--- src/rtl/core/krle_pkg.sv ---
// ----------------------------------------------------------------------------
// krle_pkg
// Shared types and constants of the keyed run-length row decoder.
// ----------------------------------------------------------------------------
package krle_pkg;

  // Default column counter width (pixels per row up to 2**16 - 1)
  localparam int unsigned ColumnBitsDefault = 16;

  // Configuration register indexes
  localparam int unsigned CfgIdxBits  = 2;
  localparam int unsigned CfgDataBits = 16;

  typedef enum logic [CfgIdxBits-1:0] {
    CfgRowWidth       = 2'd0,
    CfgTransparentKey = 2'd1,
    CfgKeyEnable      = 2'd2,
    CfgSkipRows       = 2'd3
  } cfg_idx_e;

  // Control byte layout
  localparam logic [7:0] CtrlLenMask = 8'h7f;
  localparam logic [7:0] CtrlLitFlag = 8'h80;
  localparam logic [7:0] StreamTerm  = 8'h00;

  // One output span word
  typedef struct packed {
    logic [7:0] pixel_value;
    logic [6:0] span_length;
    logic       write_enable;
    logic       row_end;
    logic       stream_end;
  } span_t;

endpackage

--- src/rtl/core/keyed_rle_row_decoder.sv ---
// ----------------------------------------------------------------------------
// keyed_rle_row_decoder
// Run-length decoder with literal and repeat runs, transparent key and
// row skipping; one compressed byte in, at most one pixel span out.
// ----------------------------------------------------------------------------
// The decoder takes one compressed byte per clock while in_stall_o is low and
// produces at most one span word for it, registered in the output register,
// or in the skid register while the output stalls. Each accepted byte updates
// the decoder state (phase, run counters and the signed column remainder). A
// two-entry output stage (output register plus skid register) lets input
// bytes keep flowing while a span waits; in_stall_o rises only when both
// entries are full. Configuration writes are always ready; row_width takes
// effect at the next row start, the key settings at the next byte.
module keyed_rle_row_decoder #(
  parameter int unsigned COLUMN_BITS = krle_pkg::ColumnBitsDefault
) (
  input  logic                          clk_i,
  input  logic                          rst_ni,
  // configuration write channel
  input  logic                          cfg_valid_i,
  output logic                          cfg_ready_o,
  input  logic [krle_pkg::CfgIdxBits-1:0]  cfg_index_i,
  input  logic [krle_pkg::CfgDataBits-1:0] cfg_data_i,
  // compressed byte input
  input  logic                          in_valid_i,
  output logic                          in_stall_o,
  input  logic [7:0]                    stream_byte_i,
  input  logic                          restart_i,
  // span output
  output logic                          out_valid_o,
  input  logic                          out_stall_i,
  output logic [7:0]                    pixel_value_o,
  output logic [6:0]                    span_length_o,
  output logic                          write_enable_o,
  output logic                          row_end_o,
  output logic                          stream_end_o
);
  import krle_pkg::*;

  localparam int unsigned ColW     = COLUMN_BITS + 1;
  localparam int unsigned LoadBits = (COLUMN_BITS < 16) ? COLUMN_BITS : 16;

  typedef enum logic [1:0] {
    PhCtrl = 2'd0,
    PhLit  = 2'd1,
    PhRep  = 2'd2
  } phase_e;

  // configuration registers
  logic [15:0] row_width_q;
  logic [7:0]  key_q;
  logic        key_en_q;
  logic [15:0] skip_rows_q;

  // decoder state
  phase_e             phase_q, phase_d;
  logic [6:0]         lit_left_q, lit_left_d;
  logic [6:0]         run_len_q, run_len_d;
  logic signed [ColW-1:0] cols_q, cols_d;
  logic               row_start_q, row_start_d;
  logic [15:0]        rows_skip_q, rows_skip_d;
  logic               finished_q, finished_d;

  // output stage
  logic  out_valid_q, skid_valid_q;
  span_t out_q, skid_q;
  span_t res;
  logic  res_valid;

  logic in_accept;
  logic take;

  assign cfg_ready_o = 1'b1;
  assign in_stall_o  = skid_valid_q;
  assign in_accept   = in_valid_i && !skid_valid_q;
  assign take        = out_valid_q && !out_stall_i;

  // write configuration registers
  always_ff @(posedge clk_i or negedge rst_ni) begin
    if (!rst_ni) begin
      row_width_q <= 16'd1;
      key_q       <= 8'd0;
      key_en_q    <= 1'b0;
      skip_rows_q <= 16'd0;
    end else if (cfg_valid_i) begin
      case (cfg_idx_e'(cfg_index_i))
        CfgRowWidth:       row_width_q <= cfg_data_i;
        CfgTransparentKey: key_q       <= cfg_data_i[7:0];
        CfgKeyEnable:      key_en_q    <= cfg_data_i[0];
        CfgSkipRows:       skip_rows_q <= cfg_data_i;
        default: ;
      endcase
    end
  end

  // decode one byte against the current (or restarted) state
  always_comb begin
    phase_e                 ph;
    logic [6:0]             lit_e;
    logic [6:0]             run_e;
    logic signed [ColW-1:0] cols_e;
    logic signed [ColW-1:0] cols_n;
    logic                   row_start_e;
    logic [15:0]            skip_e;
    logic                   silent;
    logic                   done;
    logic [6:0]             len;
    logic                   close;

    if (restart_i) begin
      ph          = PhCtrl;
      lit_e       = '0;
      run_e       = '0;
      cols_e      = '0;
      row_start_e = 1'b1;
      skip_e      = skip_rows_q;
    end else begin
      ph          = phase_q;
      lit_e       = lit_left_q;
      run_e       = run_len_q;
      cols_e      = cols_q;
      row_start_e = row_start_q;
      skip_e      = rows_skip_q;
    end

    phase_d     = ph;
    lit_left_d  = lit_e;
    run_len_d   = run_e;
    cols_d      = cols_e;
    row_start_d = row_start_e;
    finished_d  = restart_i ? 1'b0 : finished_q;
    silent      = (skip_e != 16'd0);
    len         = stream_byte_i[6:0] & CtrlLenMask[6:0];
    done        = 1'b0;
    close       = 1'b0;
    cols_n      = cols_e;

    res_valid        = 1'b0;
    res.pixel_value  = stream_byte_i;
    res.span_length  = 7'd1;
    res.write_enable = !(key_en_q && (stream_byte_i == key_q));
    res.row_end      = 1'b0;
    res.stream_end   = 1'b0;

    if (!finished_d) begin
      case (ph)
        PhLit: begin
          lit_left_d = lit_e - 7'd1;
          if (lit_left_d == 7'd0) begin
            phase_d = PhCtrl;
            done    = cols_e[ColW-1] || (cols_e == '0);
          end
          res_valid   = !silent;
          res.row_end = done;
          close       = done;
        end
        PhRep: begin
          phase_d         = PhCtrl;
          done            = cols_e[ColW-1] || (cols_e == '0);
          res_valid       = !silent && (run_e != 7'd0);
          res.span_length = run_e;
          res.row_end     = done;
          close           = done;
        end
        default: begin
          phase_d = PhCtrl;
          if (row_start_e && (stream_byte_i == StreamTerm)) begin
            // terminator at row start ends the stream
            finished_d       = 1'b1;
            res_valid        = 1'b1;
            res.pixel_value  = 8'd0;
            res.span_length  = 7'd0;
            res.write_enable = 1'b0;
            res.stream_end   = 1'b1;
          end else begin
            cols_n = row_start_e ? ColW'(row_width_q[LoadBits-1:0]) : cols_e;
            cols_n = cols_n - ColW'(len);
            row_start_d = 1'b0;
            cols_d      = cols_n;
            if ((stream_byte_i & CtrlLitFlag) != 8'd0) begin
              lit_left_d = len;
              if (len == 7'd0) begin
                close = cols_n[ColW-1] || (cols_n == '0);
              end else begin
                phase_d = PhLit;
              end
            end else begin
              run_len_d = len;
              phase_d   = PhRep;
            end
          end
        end
      endcase
    end

    // close the row
    rows_skip_d = skip_e;
    if (close) begin
      row_start_d = 1'b1;
      if (skip_e != 16'd0) begin
        rows_skip_d = skip_e - 16'd1;
      end
    end
  end

  // hold decoder state, advance on accepted word
  always_ff @(posedge clk_i or negedge rst_ni) begin
    if (!rst_ni) begin
      phase_q     <= PhCtrl;
      lit_left_q  <= '0;
      run_len_q   <= '0;
      cols_q      <= '0;
      row_start_q <= 1'b1;
      rows_skip_q <= '0;
      finished_q  <= 1'b0;
    end else if (in_accept) begin
      phase_q     <= phase_d;
      lit_left_q  <= lit_left_d;
      run_len_q   <= run_len_d;
      cols_q      <= cols_d;
      row_start_q <= row_start_d;
      rows_skip_q <= rows_skip_d;
      finished_q  <= finished_d;
    end
  end

  // output register and skid register control
  logic new_word;
  logic out_free;
  assign new_word = in_accept && res_valid;
  assign out_free = take || !out_valid_q;

  always_ff @(posedge clk_i or negedge rst_ni) begin
    if (!rst_ni) begin
      out_valid_q  <= 1'b0;
      skid_valid_q <= 1'b0;
    end else if (out_free) begin
      out_valid_q  <= skid_valid_q || new_word;
      skid_valid_q <= 1'b0;
    end else if (new_word) begin
      skid_valid_q <= 1'b1;
    end
  end

  // output and skid payload
  always_ff @(posedge clk_i) begin
    if (out_free) begin
      if (skid_valid_q) begin
        out_q <= skid_q;
      end else if (new_word) begin
        out_q <= res;
      end
    end else if (new_word) begin
      skid_q <= res;
    end
  end

  assign out_valid_o    = out_valid_q;
  assign pixel_value_o  = out_q.pixel_value;
  assign span_length_o  = out_q.span_length;
  assign write_enable_o = out_q.write_enable;
  assign row_end_o      = out_q.row_end;
  assign stream_end_o   = out_q.stream_end;

endmodule

--- config.mk ---
export PLATFORM = sky130hd
export DESIGN_NAME = keyed_rle_row_decoder
export DESIGN_NICKNAME = d
export VERILOG_FILES = /design/src/rtl/core/krle_pkg.sv /design/src/rtl/core/keyed_rle_row_decoder.sv
export SDC_FILE = /design/constraint.sdc
export NUM_CORES = 1
export LEC_CHECK = 0
export ABC_AREA = 1
export BUFFER_PORTS_ARGS = -buffer_cell sky130_fd_sc_hd__buf_4
export CORE_ASPECT_RATIO = 1.75
export CORE_MARGIN = 3
export CORE_UTILIZATION = 57
export CTS_BUF_LIST = sky130_fd_sc_hd__clkbuf_4 sky130_fd_sc_hd__clkbuf_8
export DETAILED_ROUTE_END_ITERATION = 6
export HOLD_SLACK_MARGIN = 0.15
export PLACE_DENSITY = 0.79
export SYNTH_ARGS = -nofsm -noshare
export SYNTH_HDL_FRONTEND = slang
export SYNTH_SLANG_ARGS = --single-unit
--- constraint.sdc ---
create_clock -name clk_i -period 2.9 [get_ports clk_i]
set_input_delay 0.145 -clock clk_i [delete_from_list [all_inputs] [get_ports clk_i]]
set_output_delay 0.145 -clock clk_i [all_outputs]
set_load 0.02 [all_outputs]
==> results by stage, run 1 <==
Clock network:
- The cell at the root of the clock tree is sky130_fd_sc_hd__clkbuf_8.
- In this run the deepest clock path goes through 2 buffers.
- The number of levels the H-tree was split into is 4.
- The number of buffers created by CTS is 17.
- Clock-pin slew was measured on the worst setup and hold paths at 0.09 ns.
- The clock latency on the worst-skew pair is around 0.47 ns.
- TritonCTS built the clock tree.
- The clock sink count is 130.

Layout:
- After filler insertion, the fill cell instance count of the layout stands at approximately 940.
- The final core utilization is 76.2%.
- The commonest non-fill, non-tap cell in the layout is sky130_fd_sc_hd__nand2_1.
- The count of antenna diodes in the layout is 0.
- The final standard cell count with taps included and fillers excluded is between 1000 and 1500.
- In the final layout, the multi-input gates occupy ~4100 um2.
- The sequential cell area in the final layout is 3440 um2.
- Compared with the post-synthesis result, the final layout area differs by 29.0%.
- The final layout contains roughly 1200 nets.
- The library cells used most frequently in the layout, excluding fill and tap cells, are 307 x sky130_fd_sc_hd__nand2_1, 129 x sky130_fd_sc_hd__buf_4, 116 x sky130_fd_sc_hd__inv_1.
- Of the cells placed in the final design, the portion with a size suffix greater than 1 is around a quarter.
- The finished cells cover 10000 um2.

Power:
- The analysis attributes to cell leakage a power of approximately 4.9 nW.
- The total net switching power is 2.69 mW.
- The internal portion of total power is 3.91 mW.
- Net switching is 40.7% of the power.
- The clock network is responsible for a little under a quarter of the overall power.
- The design draws ~6.6 mW.
- Registers are responsible for between 30% and 40% of the overall power.
- Combinational logic is responsible for 41.0% of the overall power.
- Dividing total power by cell area gives a power density of approximately 660 nW/um2.
- The worst supply voltage drop on vdd is ~0.38 mV.

Floorplan:
- The overall die area is between 15000 and 20000 um2.
- The die is between 150 and 200 um tall.
- For this configuration, the core starts out at a cell density of 59.1%.
- The I/O pin count is 53.
- The floorplan step set the die width to ~94 um.
- The core region is approximately 13000 um2.
- The initialized floorplan defines 55 standard-cell rows.

Synth:
- Yosys mapped a number of flops with a built-in enable equal to 36.
- The sequential element share of the synthesized area is between 40% and 50%.
- The top cell type's share of synthesized area is ~30%.
- The largest total area in the synthesized netlist belongs to sky130_fd_sc_hd__dfrtp_1.
- The cell area that synthesis handed to floorplanning was just under 8000 um2.
- The flip-flop cell with the highest count after synthesis is sky130_fd_sc_hd__dfrtp_1.
- In the synthesized netlist the async set-or-reset flop fraction comes to ~72%.
- By area the synthesized netlist is led by sky130_fd_sc_hd__dfrtp_1 30%, sky130_fd_sc_hd__nand2_1 16%, sky130_fd_sc_hd__edfxtp_1 14%, sky130_fd_sc_hd__o21ai_0 5.9%, sky130_fd_sc_hd__inv_1 5.7%.
- The number of distinct library cell variants in the gate-level netlist after synthesis is 54.
- The flop and latch count out of synthesis is 130.
- When the netlist entered floorplanning its net count stood at approximately 1100.
- During synthesis, Yosys emitted a total of 0 warnings.
- The synthesized area per cell is around 7.4 um2.
- Synthesis handed over a netlist of 1047 instances.

STA:
- In this run the tightest slew margin relative to its limit is between 30% and 40%.
- The fmax is between 0.3 and 0.4 GHz.
- Setup repair after global routing could not meet its margin everywhere.
- At the pin with the least slew margin, the transition time is roughly 1 ns.
- The final setup skew is approximately 0.013 ns.
- The final max-slew violation count is 0.
- The number of endpoints with negative hold slack in the final report came to 0.
- Setup violations remaining at the end of the flow were counted as 17.
- Subtracting the final worst setup slack from the clock period gives around 3.3 ns.
- Once routing completed, OpenROAD measured the worst setup slack at -0.361 ns.
- The final critical path takes up 112% of the cycle.

GRT:
- The initial antenna violation count was 0.
- The number of global-route vias before repair is 7785.
- The first-pass GRT wire length is a little under 40 mm.
- Entering global routing, the biggest net connects 53 pins.
- The global-route usage over all layers is 33.7%.
- The total overflow left after global routing is 0.

Routing:
- The mean routed wirelength per cell is approximately 19 um.
- The first detailed-routing pass took 6 iterations.
- The post-detailed-routing wire length is ~26 mm.
- In the routed design, unresolved DRC markers number 0.
- The number of vias per cell is a little under 6.
- The number of nets still failing antenna checks after routing is 0.
- After the first detailed-routing iteration, the DRC count stood at 681.
- The routed layout has ~8000 vias.

Job:
- Max-cap violations in this run came to 0.

Placed design:
- Once placement completed, the tool counted placed cells totaling 1300.
- The post-placement cell area is about 8800 um2.
- The number of I/O port buffers is 51.
- The HPWL reported at the end of detailed placement is 18.1 mm.
- Before CTS, the worst setup slack after placement is -0.473 ns.
- Routability-driven placement finished with a final weighted congestion of ~1.

Worst setup path:
- The critical path required time is ~3.3 ns.
- The critical path endpoint category is a flop.
- At the worst endpoint, the arrival time is roughly 3.6 ns.
- In this run the worst path has a maximum fanout of 6.
- By startpoint and endpoint, the worst setup path is classified as flop to flop.
- STA classifies the critical path startpoint as a flop.

Status:
- The checks that failed: negative setup slack.
- The run finished, with violations left.

Hold path:
- The min-delay analysis places its worst path in the category input port to async pin.
==> path summary, 6_finish.rpt <==
kind,start,end,slack [ns],cells past startpoint
setup / recovery,row_start_q,rows_skip_q[15],-0.36,23
hold / removal,rst_ni,row_width_q[12],0.26,2
setup reg to reg,row_start_q,rows_skip_q[15],-0.36,23
hold reg to reg,rows_skip_q[14],rows_skip_q[14],0.49,2
min in group clk_i,in_valid_i,cols_q[9],0.28,4
max in group asynchronous,rst_ni,cols_q[0],1.81,3
==> logic make-up after synthesis <==
kind of cell             synth area share [%]
AO/OA/AOI/OAI                            13.2
flip-flops                               44.2
adder cells (fa/ha/maj)                  2.35
multiplexers                            0.129
AND/OR/NAND/NOR                          29.1
other                                  0.0483
XOR/XNOR                                 1.92
buffers and inverters                    9.03
==> flip-flops by register name, summed over array words and instances, names as in the netlist, 7 cells and up <==
name           flops
pixel_value_o      8
run_len_q          7
key_q              8
cols_q            17
rows_skip_q       16
skip_rows_q       16
lit_left_q         7
row_width_q       16
span_length_o      7
skid_q            18
==> per-layer routing <==
metal  track usage, %  share of wire [%]  vias up
met5                0                  0        -
met4             27.9                 10        0
met3             6.00                6.2      168
met2             59.5                 52      433
met1             33.0                 32     3779
li1                 -                  -     3719
==> cells in the mapped netlist (4+ instances only) <==
| cell type | number |
|---|---|
| sky130_fd_sc_hd__nand2_1 | 330 |
| sky130_fd_sc_hd__inv_1 | 118 |
| sky130_fd_sc_hd__dfrtp_1 | 92 |
| sky130_fd_sc_hd__o21ai_0 | 91 |
| sky130_fd_sc_hd__nor2_1 | 80 |
| sky130_fd_sc_hd__nand3_1 | 56 |
| sky130_fd_sc_hd__a21oi_1 | 44 |
| sky130_fd_sc_hd__edfxtp_1 | 36 |
| sky130_fd_sc_hd__clkbuf_1 | 31 |
| sky130_fd_sc_hd__nor3_1 | 14 |
| sky130_fd_sc_hd__xor2_1 | 14 |
| sky130_fd_sc_hd__ha_1 | 13 |
| sky130_fd_sc_hd__nand4_1 | 13 |
| sky130_fd_sc_hd__or2_2 | 11 |
| sky130_fd_sc_hd__a31oi_1 | 6 |
| sky130_fd_sc_hd__inv_2 | 6 |
| sky130_fd_sc_hd__o21ai_2 | 6 |
| sky130_fd_sc_hd__nand2_2 | 5 |
| sky130_fd_sc_hd__o21ai_1 | 5 |
| sky130_fd_sc_hd__a22oi_1 | 4 |
| sky130_fd_sc_hd__buf_2 | 4 |
| sky130_fd_sc_hd__buf_4 | 4 |
| sky130_fd_sc_hd__nor3_2 | 4 |
| sky130_fd_sc_hd__nor4_1 | 4 |
| sky130_fd_sc_hd__o22ai_1 | 4 |
==> per-stage QoR <==
step                      hold WS (ns)  setup TNS, ns
after floorplan                 -0.151              0
after global placement           0.227          -6.76
after detailed placement         0.228          -7.45
after CTS                        0.259          -3.33
after global routing             0.283          -7.35
final                            0.259          -5.54
==> final cells by class <==
cell class                 count  area share, %
tap                          171           2.14
clock inverter                15           1.42
inverter                     126           4.74
timing repair buffer         174           14.6
multi-input combinational    748           40.4
clock buffer                  17           2.33
sequential                   130           34.3
==> timing repair <==
item / in CTS / in global routing
cloned: 0 / 3
setup buffers: 10 / 9
gates resized for setup: 41 / 64
endpoints found under the setup margin: 17 / 18
pin swaps: 29 / 34
endpoints found under the hold margin: 106 / 0
hold buffers: 28 / 0
==> power groups by stage <==
stage	Sequential, mW	Combinational (mW)	Clock (mW)
3_3_place_gp	2.41	2.16	0
5_1_grt	2.42	2.92	1.58
6_report	2.40	2.71	1.50
3_5_place_dp	2.42	2.20	0
4_1_cts	2.38	2.36	1.50
2_1_floorplan	2.38	1.38	0
==> worst max-delay path, stage by stage, from the launching register on <==
cell and delay, ns:
sky130_fd_sc_hd__dfstp_2 0.56, sky130_fd_sc_hd__inv_2 0.06, sky130_fd_sc_hd__nand2_4 0.09, sky130_fd_sc_hd__buf_6 0.12, sky130_fd_sc_hd__o21ai_0 0.09, sky130_fd_sc_hd__ha_2 0.42
sky130_fd_sc_hd__nand2_2 0.09, sky130_fd_sc_hd__nor2_4 0.20, sky130_fd_sc_hd__nand2_4 0.09, sky130_fd_sc_hd__nand3_4 0.09, sky130_fd_sc_hd__nand2_4 0.10, sky130_fd_sc_hd__nand2_1 0.10
sky130_fd_sc_hd__nand3_2 0.10, sky130_fd_sc_hd__nor2_4 0.16, sky130_fd_sc_hd__nand2_2 0.06, sky130_fd_sc_hd__nor2_2 0.13, sky130_fd_sc_hd__nand2_2 0.10, sky130_fd_sc_hd__nand2_4 0.11
sky130_fd_sc_hd__nand2_8 0.10, sky130_fd_sc_hd__buf_6 0.15, sky130_fd_sc_hd__nand3_2 0.05, sky130_fd_sc_hd__nand2_1 0.05, sky130_fd_sc_hd__nand2_1 0.06, sky130_fd_sc_hd__nand2_1 0.06
(Power assumes the default switching activity.)
==> run 2, diff against run 1 <==
--- a/config.mk
+++ b/config.mk
@@ -5,7 +5,7 @@
 export SDC_FILE = /design/constraint.sdc
 export NUM_CORES = 1
 export LEC_CHECK = 0
-export ABC_AREA = 1
+export ABC_AREA = 0
 export BUFFER_PORTS_ARGS = -buffer_cell sky130_fd_sc_hd__buf_4
 export CORE_ASPECT_RATIO = 1.75
 export CORE_MARGIN = 3
==> run 2 against run 1 <==
Effect of this change: the flow still finishes with violations (negative setup slack); global-route usage shrank 4.2 points; core utilization is 1.8 points higher; critical endpoint is now rows_skip_q[14]; sequential share of layout area increased by 1.8 points; clock power is 6% higher; worst setup slack got worse by 0.75 ns; largest power group is now sequential cells.
==> results by stage, run 2 <==
Floorplan:
- The I/O pin count was 53 (unchanged).
- The floorplan row count came to 53 (-3.6%).
- The overall die area is 14200 um2 (-6.3%).
- The starting density of the core is 59.4% (+0.32 points).
- The overall die height came to 155 um (-3.3%).
- The total core area is 12200 um2 (-7.2%).
- The width of the die is 91.3 um (-3.2%).

STA:
- The final total negative setup slack was -18.19 ns (-12.65 ns).
- The fmax is 0.249 GHz (-19%).
- The total setup violations reported at the end of the flow is 22 (+5).
- The relative slew slack is 38.9% (+6.3 points).
- The final setup skew is 0.0175 ns (+0.00473 ns).
- The post-route minimum period came to 4.01 ns (+0.752 ns).
- The post-layout worst setup margin is -1.11 ns (-0.752 ns).
- Setup repair after global routing could not meet its margin everywhere.
- The pin slew with the least headroom to its limit is 0.915 ns (-0.0939 ns).
- The final cycle utilization of the critical path is 138% (+26 points).
- The post-route worst hold slack is 0.176 ns (-0.0835 ns).
- The number of endpoints with negative hold slack in the final report was 0 (unchanged).
- The final max-slew violation count is 0 (unchanged).

Synth:
- The number of distinct library cell variants in the gate-level netlist after synthesis is 70 (+30%).
- Of all cell types, the one taking the most synthesized area is sky130_fd_sc_hd__dfrtp_1.
- The fraction of the mapped netlist area in simple logic gates is 17.8% (-11 points).
- The mux contribution to synthesized area was 12.0% (+12 points).
- The area of the mapped netlist is 7250 um2 (-6.7%).
- The net count after synthesis is 751 (-31%).
- The compound-gate portion of the synthesized area came to 12.1% (-1.1 points).
- By count the netlist is led by 92 x sky130_fd_sc_hd__dfrtp_1, 84 x sky130_fd_sc_hd__nand2_1, 53 x sky130_fd_sc_hd__mux2_2.
- The xor/xnor share of the synthesized area was 5.07% (+3.2 points).
- By area, the combinational part of the netlist is dominated by simple AND/OR/NAND/NOR gates.
- The adder and majority gate portion of the synthesized area is 2.52% (+0.17 points).
- The sequential element share of the synthesized area is 47.4% (+3.2 points).
- The top cell type's share of synthesized area came to 31.7% (+2.1 points).
- The synthesized area per cell is 10.3 um2 (+39%).
- The share of synthesized registers carrying an async set or reset is 72.3% (unchanged).
- The most frequently used cell type in the post-synthesis netlist is sky130_fd_sc_hd__dfrtp_1.
- The number of synthesized flops with an enable pin came to 36 (unchanged).
- The flip-flop cell with the highest count after synthesis is sky130_fd_sc_hd__dfrtp_1.
- The flop and latch count out of synthesis is 130 (unchanged).
- The number of warning messages in the yosys log is 0 (unchanged).
- The cell count after synthesis came to 705 (-33%).
- After synthesis, the cell types taking the most area are sky130_fd_sc_hd__dfrtp_1 32%, sky130_fd_sc_hd__edfxtp_1 15%, sky130_fd_sc_hd__mux2_2 8.2%, sky130_fd_sc_hd__nand2_1 4.3%, sky130_fd_sc_hd__mux2i_1 3.6%.

Clock network:
- The clock latency on the worst-skew pair is 0.46 ns (about the same).
- The clock sink count came to 130 (unchanged).
- The number of buffers created by CTS is 17 (unchanged).
- The number of levels the H-tree was split into is 4 (unchanged).
- The cell at the root of the clock tree is sky130_fd_sc_hd__clkbuf_8.
- TritonCTS built the clock tree.
- The clock transition at the registers of the reported paths is 0.09 ns (about the same).
- The maximum number of buffers from clock root to sink was 2 (unchanged).

Routing:
- The number of nets still failing antenna checks after routing came to 0 (unchanged).
- The via total after detailed routing is 6503 (-20%).
- The iteration count of the initial detailed-routing pass came to 5 (-1).
- The number of vias per cell was 6.21 (+5.9%).
- The number of DRC violations after detailed routing is 0 (unchanged).
- The mean routed wirelength per cell was 20.5 um (+7.4%).
- The post-detailed-routing wire length is 21.5 mm (-19%).
- The iteration-0 DRC count of the detailed router is 550 (-19%).

Worst setup path:
- The setup slack of the most critical reg-to-reg path was -1.11 ns (-0.75 ns).
- The critical path in this run is classified as flop to flop.
- The critical path startpoint category is a flop.
- The top fanout value on the critical path is 5 (-1).
- The depth of the worst register-to-register path is 17 (-26%).
- The critical path endpoint category is a flop.
- The critical path required time was 3.26 ns (about the same).
- The data arrival time of the worst path is 4.37 ns (+0.75 ns).
- In this run the critical register-to-register path is launched from row_start_q.
- The endpoint of the lowest-slack register-to-register path is rows_skip_q[14].

Placed design:
- The worst slack after detailed placement is -0.999 ns (-0.526 ns).
- The number of I/O port buffers is 51 (unchanged).
- The total placed cells including tap cells is 975 (-25%).
- The weighted congestion reported at the end of routability-driven placement is 0.948 (-7.5%).
- The HPWL reported at the end of detailed placement was 14.2 mm (-22%).

Status:
- The final reports fail on negative setup slack.
- The flow ran to the end, but the final reports show violations.

Layout:
- The area occupied by multi-input gates is 3900 um2 (-3.7%).
- The number of flip-flops under the largest register name is 18 (unchanged).
- The filler cell count in the final layout is 761 (-19%).
- From synthesis to final layout, the design area changed by 31.3%.
- The share of layout cells above drive strength 1 was 33.6% (+9.4 points).
- The count of antenna diodes in the layout is 0 (unchanged).
- The sequential cell area in the final layout came to 3440 um2 (unchanged).
- The library cells used most frequently in the layout, excluding fill and tap cells, are 145 x sky130_fd_sc_hd__buf_4, 92 x sky130_fd_sc_hd__dfrtp_1, 79 x sky130_fd_sc_hd__nand2_1.
- Ranked by flip-flop count, first place goes to skid_q.
- The number of nets in the layout is 915 (-26%).
- The final standard cell count with taps included and fillers excluded is 1047 (-24%).
- The library cell used most frequently in the layout, excluding fill and tap cells, is sky130_fd_sc_hd__buf_4.
- In the final layout, the registers with the most flip-flops are skid_q: 18 flops, cols_q: 17 flops.
- The final core utilization came to 78.1% (+1.8 points).

GRT:
- The pin count of the biggest net entering global routing came to 68 (+28%).
- The global-route usage over all layers came to 29.4% (-4.2 points).
- The number of global-route vias before repair was 6549 (-16%).
- The total congestion overflow was 0 (unchanged).
- The first-pass GRT wire length is 32.4 mm (-16%).
- The initial antenna violation count is 0 (unchanged).

Hold path:
- The origin of the worst min-delay path is stream_byte_i[6].
- The path with the worst hold slack has its endpoint at pixel_value_o[6].
- The worst hold path belongs to the class input port to flop.
- Counting instances, the worst hold path has a depth of 3.

Power:
- The worst supply voltage drop on vdd is 0.444 mV (+16%).
- The total power density per cell area is 661 nW/um2 (+0.28%).
- The leakage component of the power is 4.11 nW (-17%).

Job:
- The max-capacitance violation count came to 0 (unchanged).
-- run 2: changes by cell type in the layout (fill, tap and decap cells not counted), sizes merged, moves of 12 or more --
cell / previous run / this run
nand2b: 0 / 12
mux2i: 1 / 26
o21ai: 102 / 43
nor2: 86 / 35
or2: 14 / 2
xnor2: 3 / 18
inv: 134 / 22
nand2: 340 / 85
nor3: 18 / 39
nand3: 57 / 13
mux2: 0 / 54
a22o: 1 / 18
nor2b: 0 / 16
a21oi: 44 / 25
-- run 2: critical path: stages, from the launching register on --
cell                       delay, ns
sky130_fd_sc_hd__dfstp_2        0.55
sky130_fd_sc_hd__or2_4          0.16
sky130_fd_sc_hd__mux2i_2        0.29
sky130_fd_sc_hd__ha_2           0.25
sky130_fd_sc_hd__fa_2           0.26
sky130_fd_sc_hd__nor2b_4        0.06
sky130_fd_sc_hd__buf_6          0.12
sky130_fd_sc_hd__o21ai_4        0.17
sky130_fd_sc_hd__a21oi_1        0.11
sky130_fd_sc_hd__xor2_1         0.17
sky130_fd_sc_hd__or4_4          0.55
sky130_fd_sc_hd__nor4_4         0.22
sky130_fd_sc_hd__nand4_2        0.17
sky130_fd_sc_hd__nand2_4        0.12
sky130_fd_sc_hd__buf_6          0.14
sky130_fd_sc_hd__nand4_1        0.17
sky130_fd_sc_hd__xor2_1         0.21
sky130_fd_sc_hd__o211ai_1       0.19
-- run 2: stage by stage --
step	power (mW)	instance area (um2)
after floorplan	3.56	7360
after global placement	4.28	8470
after detailed placement	4.37	8470
after CTS	6.09	9320
after global routing	6.57	9520
final	6.29	9520
-- run 2: timing repair --
action                                  CTS  global route
pin swaps                                 7            18
buffers inserted                          7             6
endpoints found under the setup margin   21            23
endpoints found under the hold margin   112             0
gates cloned                              0             0
hold buffers                             29             0
gates resized for setup                  24            30
-- run 2: kinds of logic after synthesis --
group | count (synthesis)
and+or+nand+nor | 250
AOI/OAI and AO/OA | 134
DFF | 130
muxes | 80
buffers and inverters | 54
xor gates and xnor gates | 42
adders and majority gates | 14
other | 1
-- run 2: layout make-up --
class / instances / share of cell area, %
clock buffer: 19 / 2.61
timing repair buffer: 184 / 16.0
multi-input combinational: 521 / 41.0
tap: 165 / 2.17
inverter: 15 / 0.591
clock inverter: 13 / 1.59
sequential: 130 / 36.1
-- run 2: worst max path at each step --
stage | start | end | slack [ns]
finish | row_start_q | rows_skip_q[14] | -1.11
global route | row_start_q | rows_skip_q[4] | -1.24
global placement | row_start_q | rows_skip_q[10] | -0.88
detailed placement | row_start_q | rows_skip_q[4] | -1.0
CTS | row_start_q | rows_skip_q[4] | -0.98
floorplan | row_start_q | rows_skip_q[4] | -1.00
-- run 2: report_power, final --
group / internal (mW) / switching (mW) / total, mW
clock: 0.802 / 0.789 / 1.59
sequential: 2.18 / 0.319 / 2.50
combinational: 1.10 / 1.11 / 2.20
-- run 2: per-layer routing --
metal | part of all wire [%] | vias up | GRT usage [%]
met5 | 0 | - | 0
met4 | 7.9 | 0 | 21.4
met3 | 5.8 | 115 | 5.52
met2 | 52 | 359 | 53.1
met1 | 34 | 3147 | 29.9
li1 | - | 2882 | -
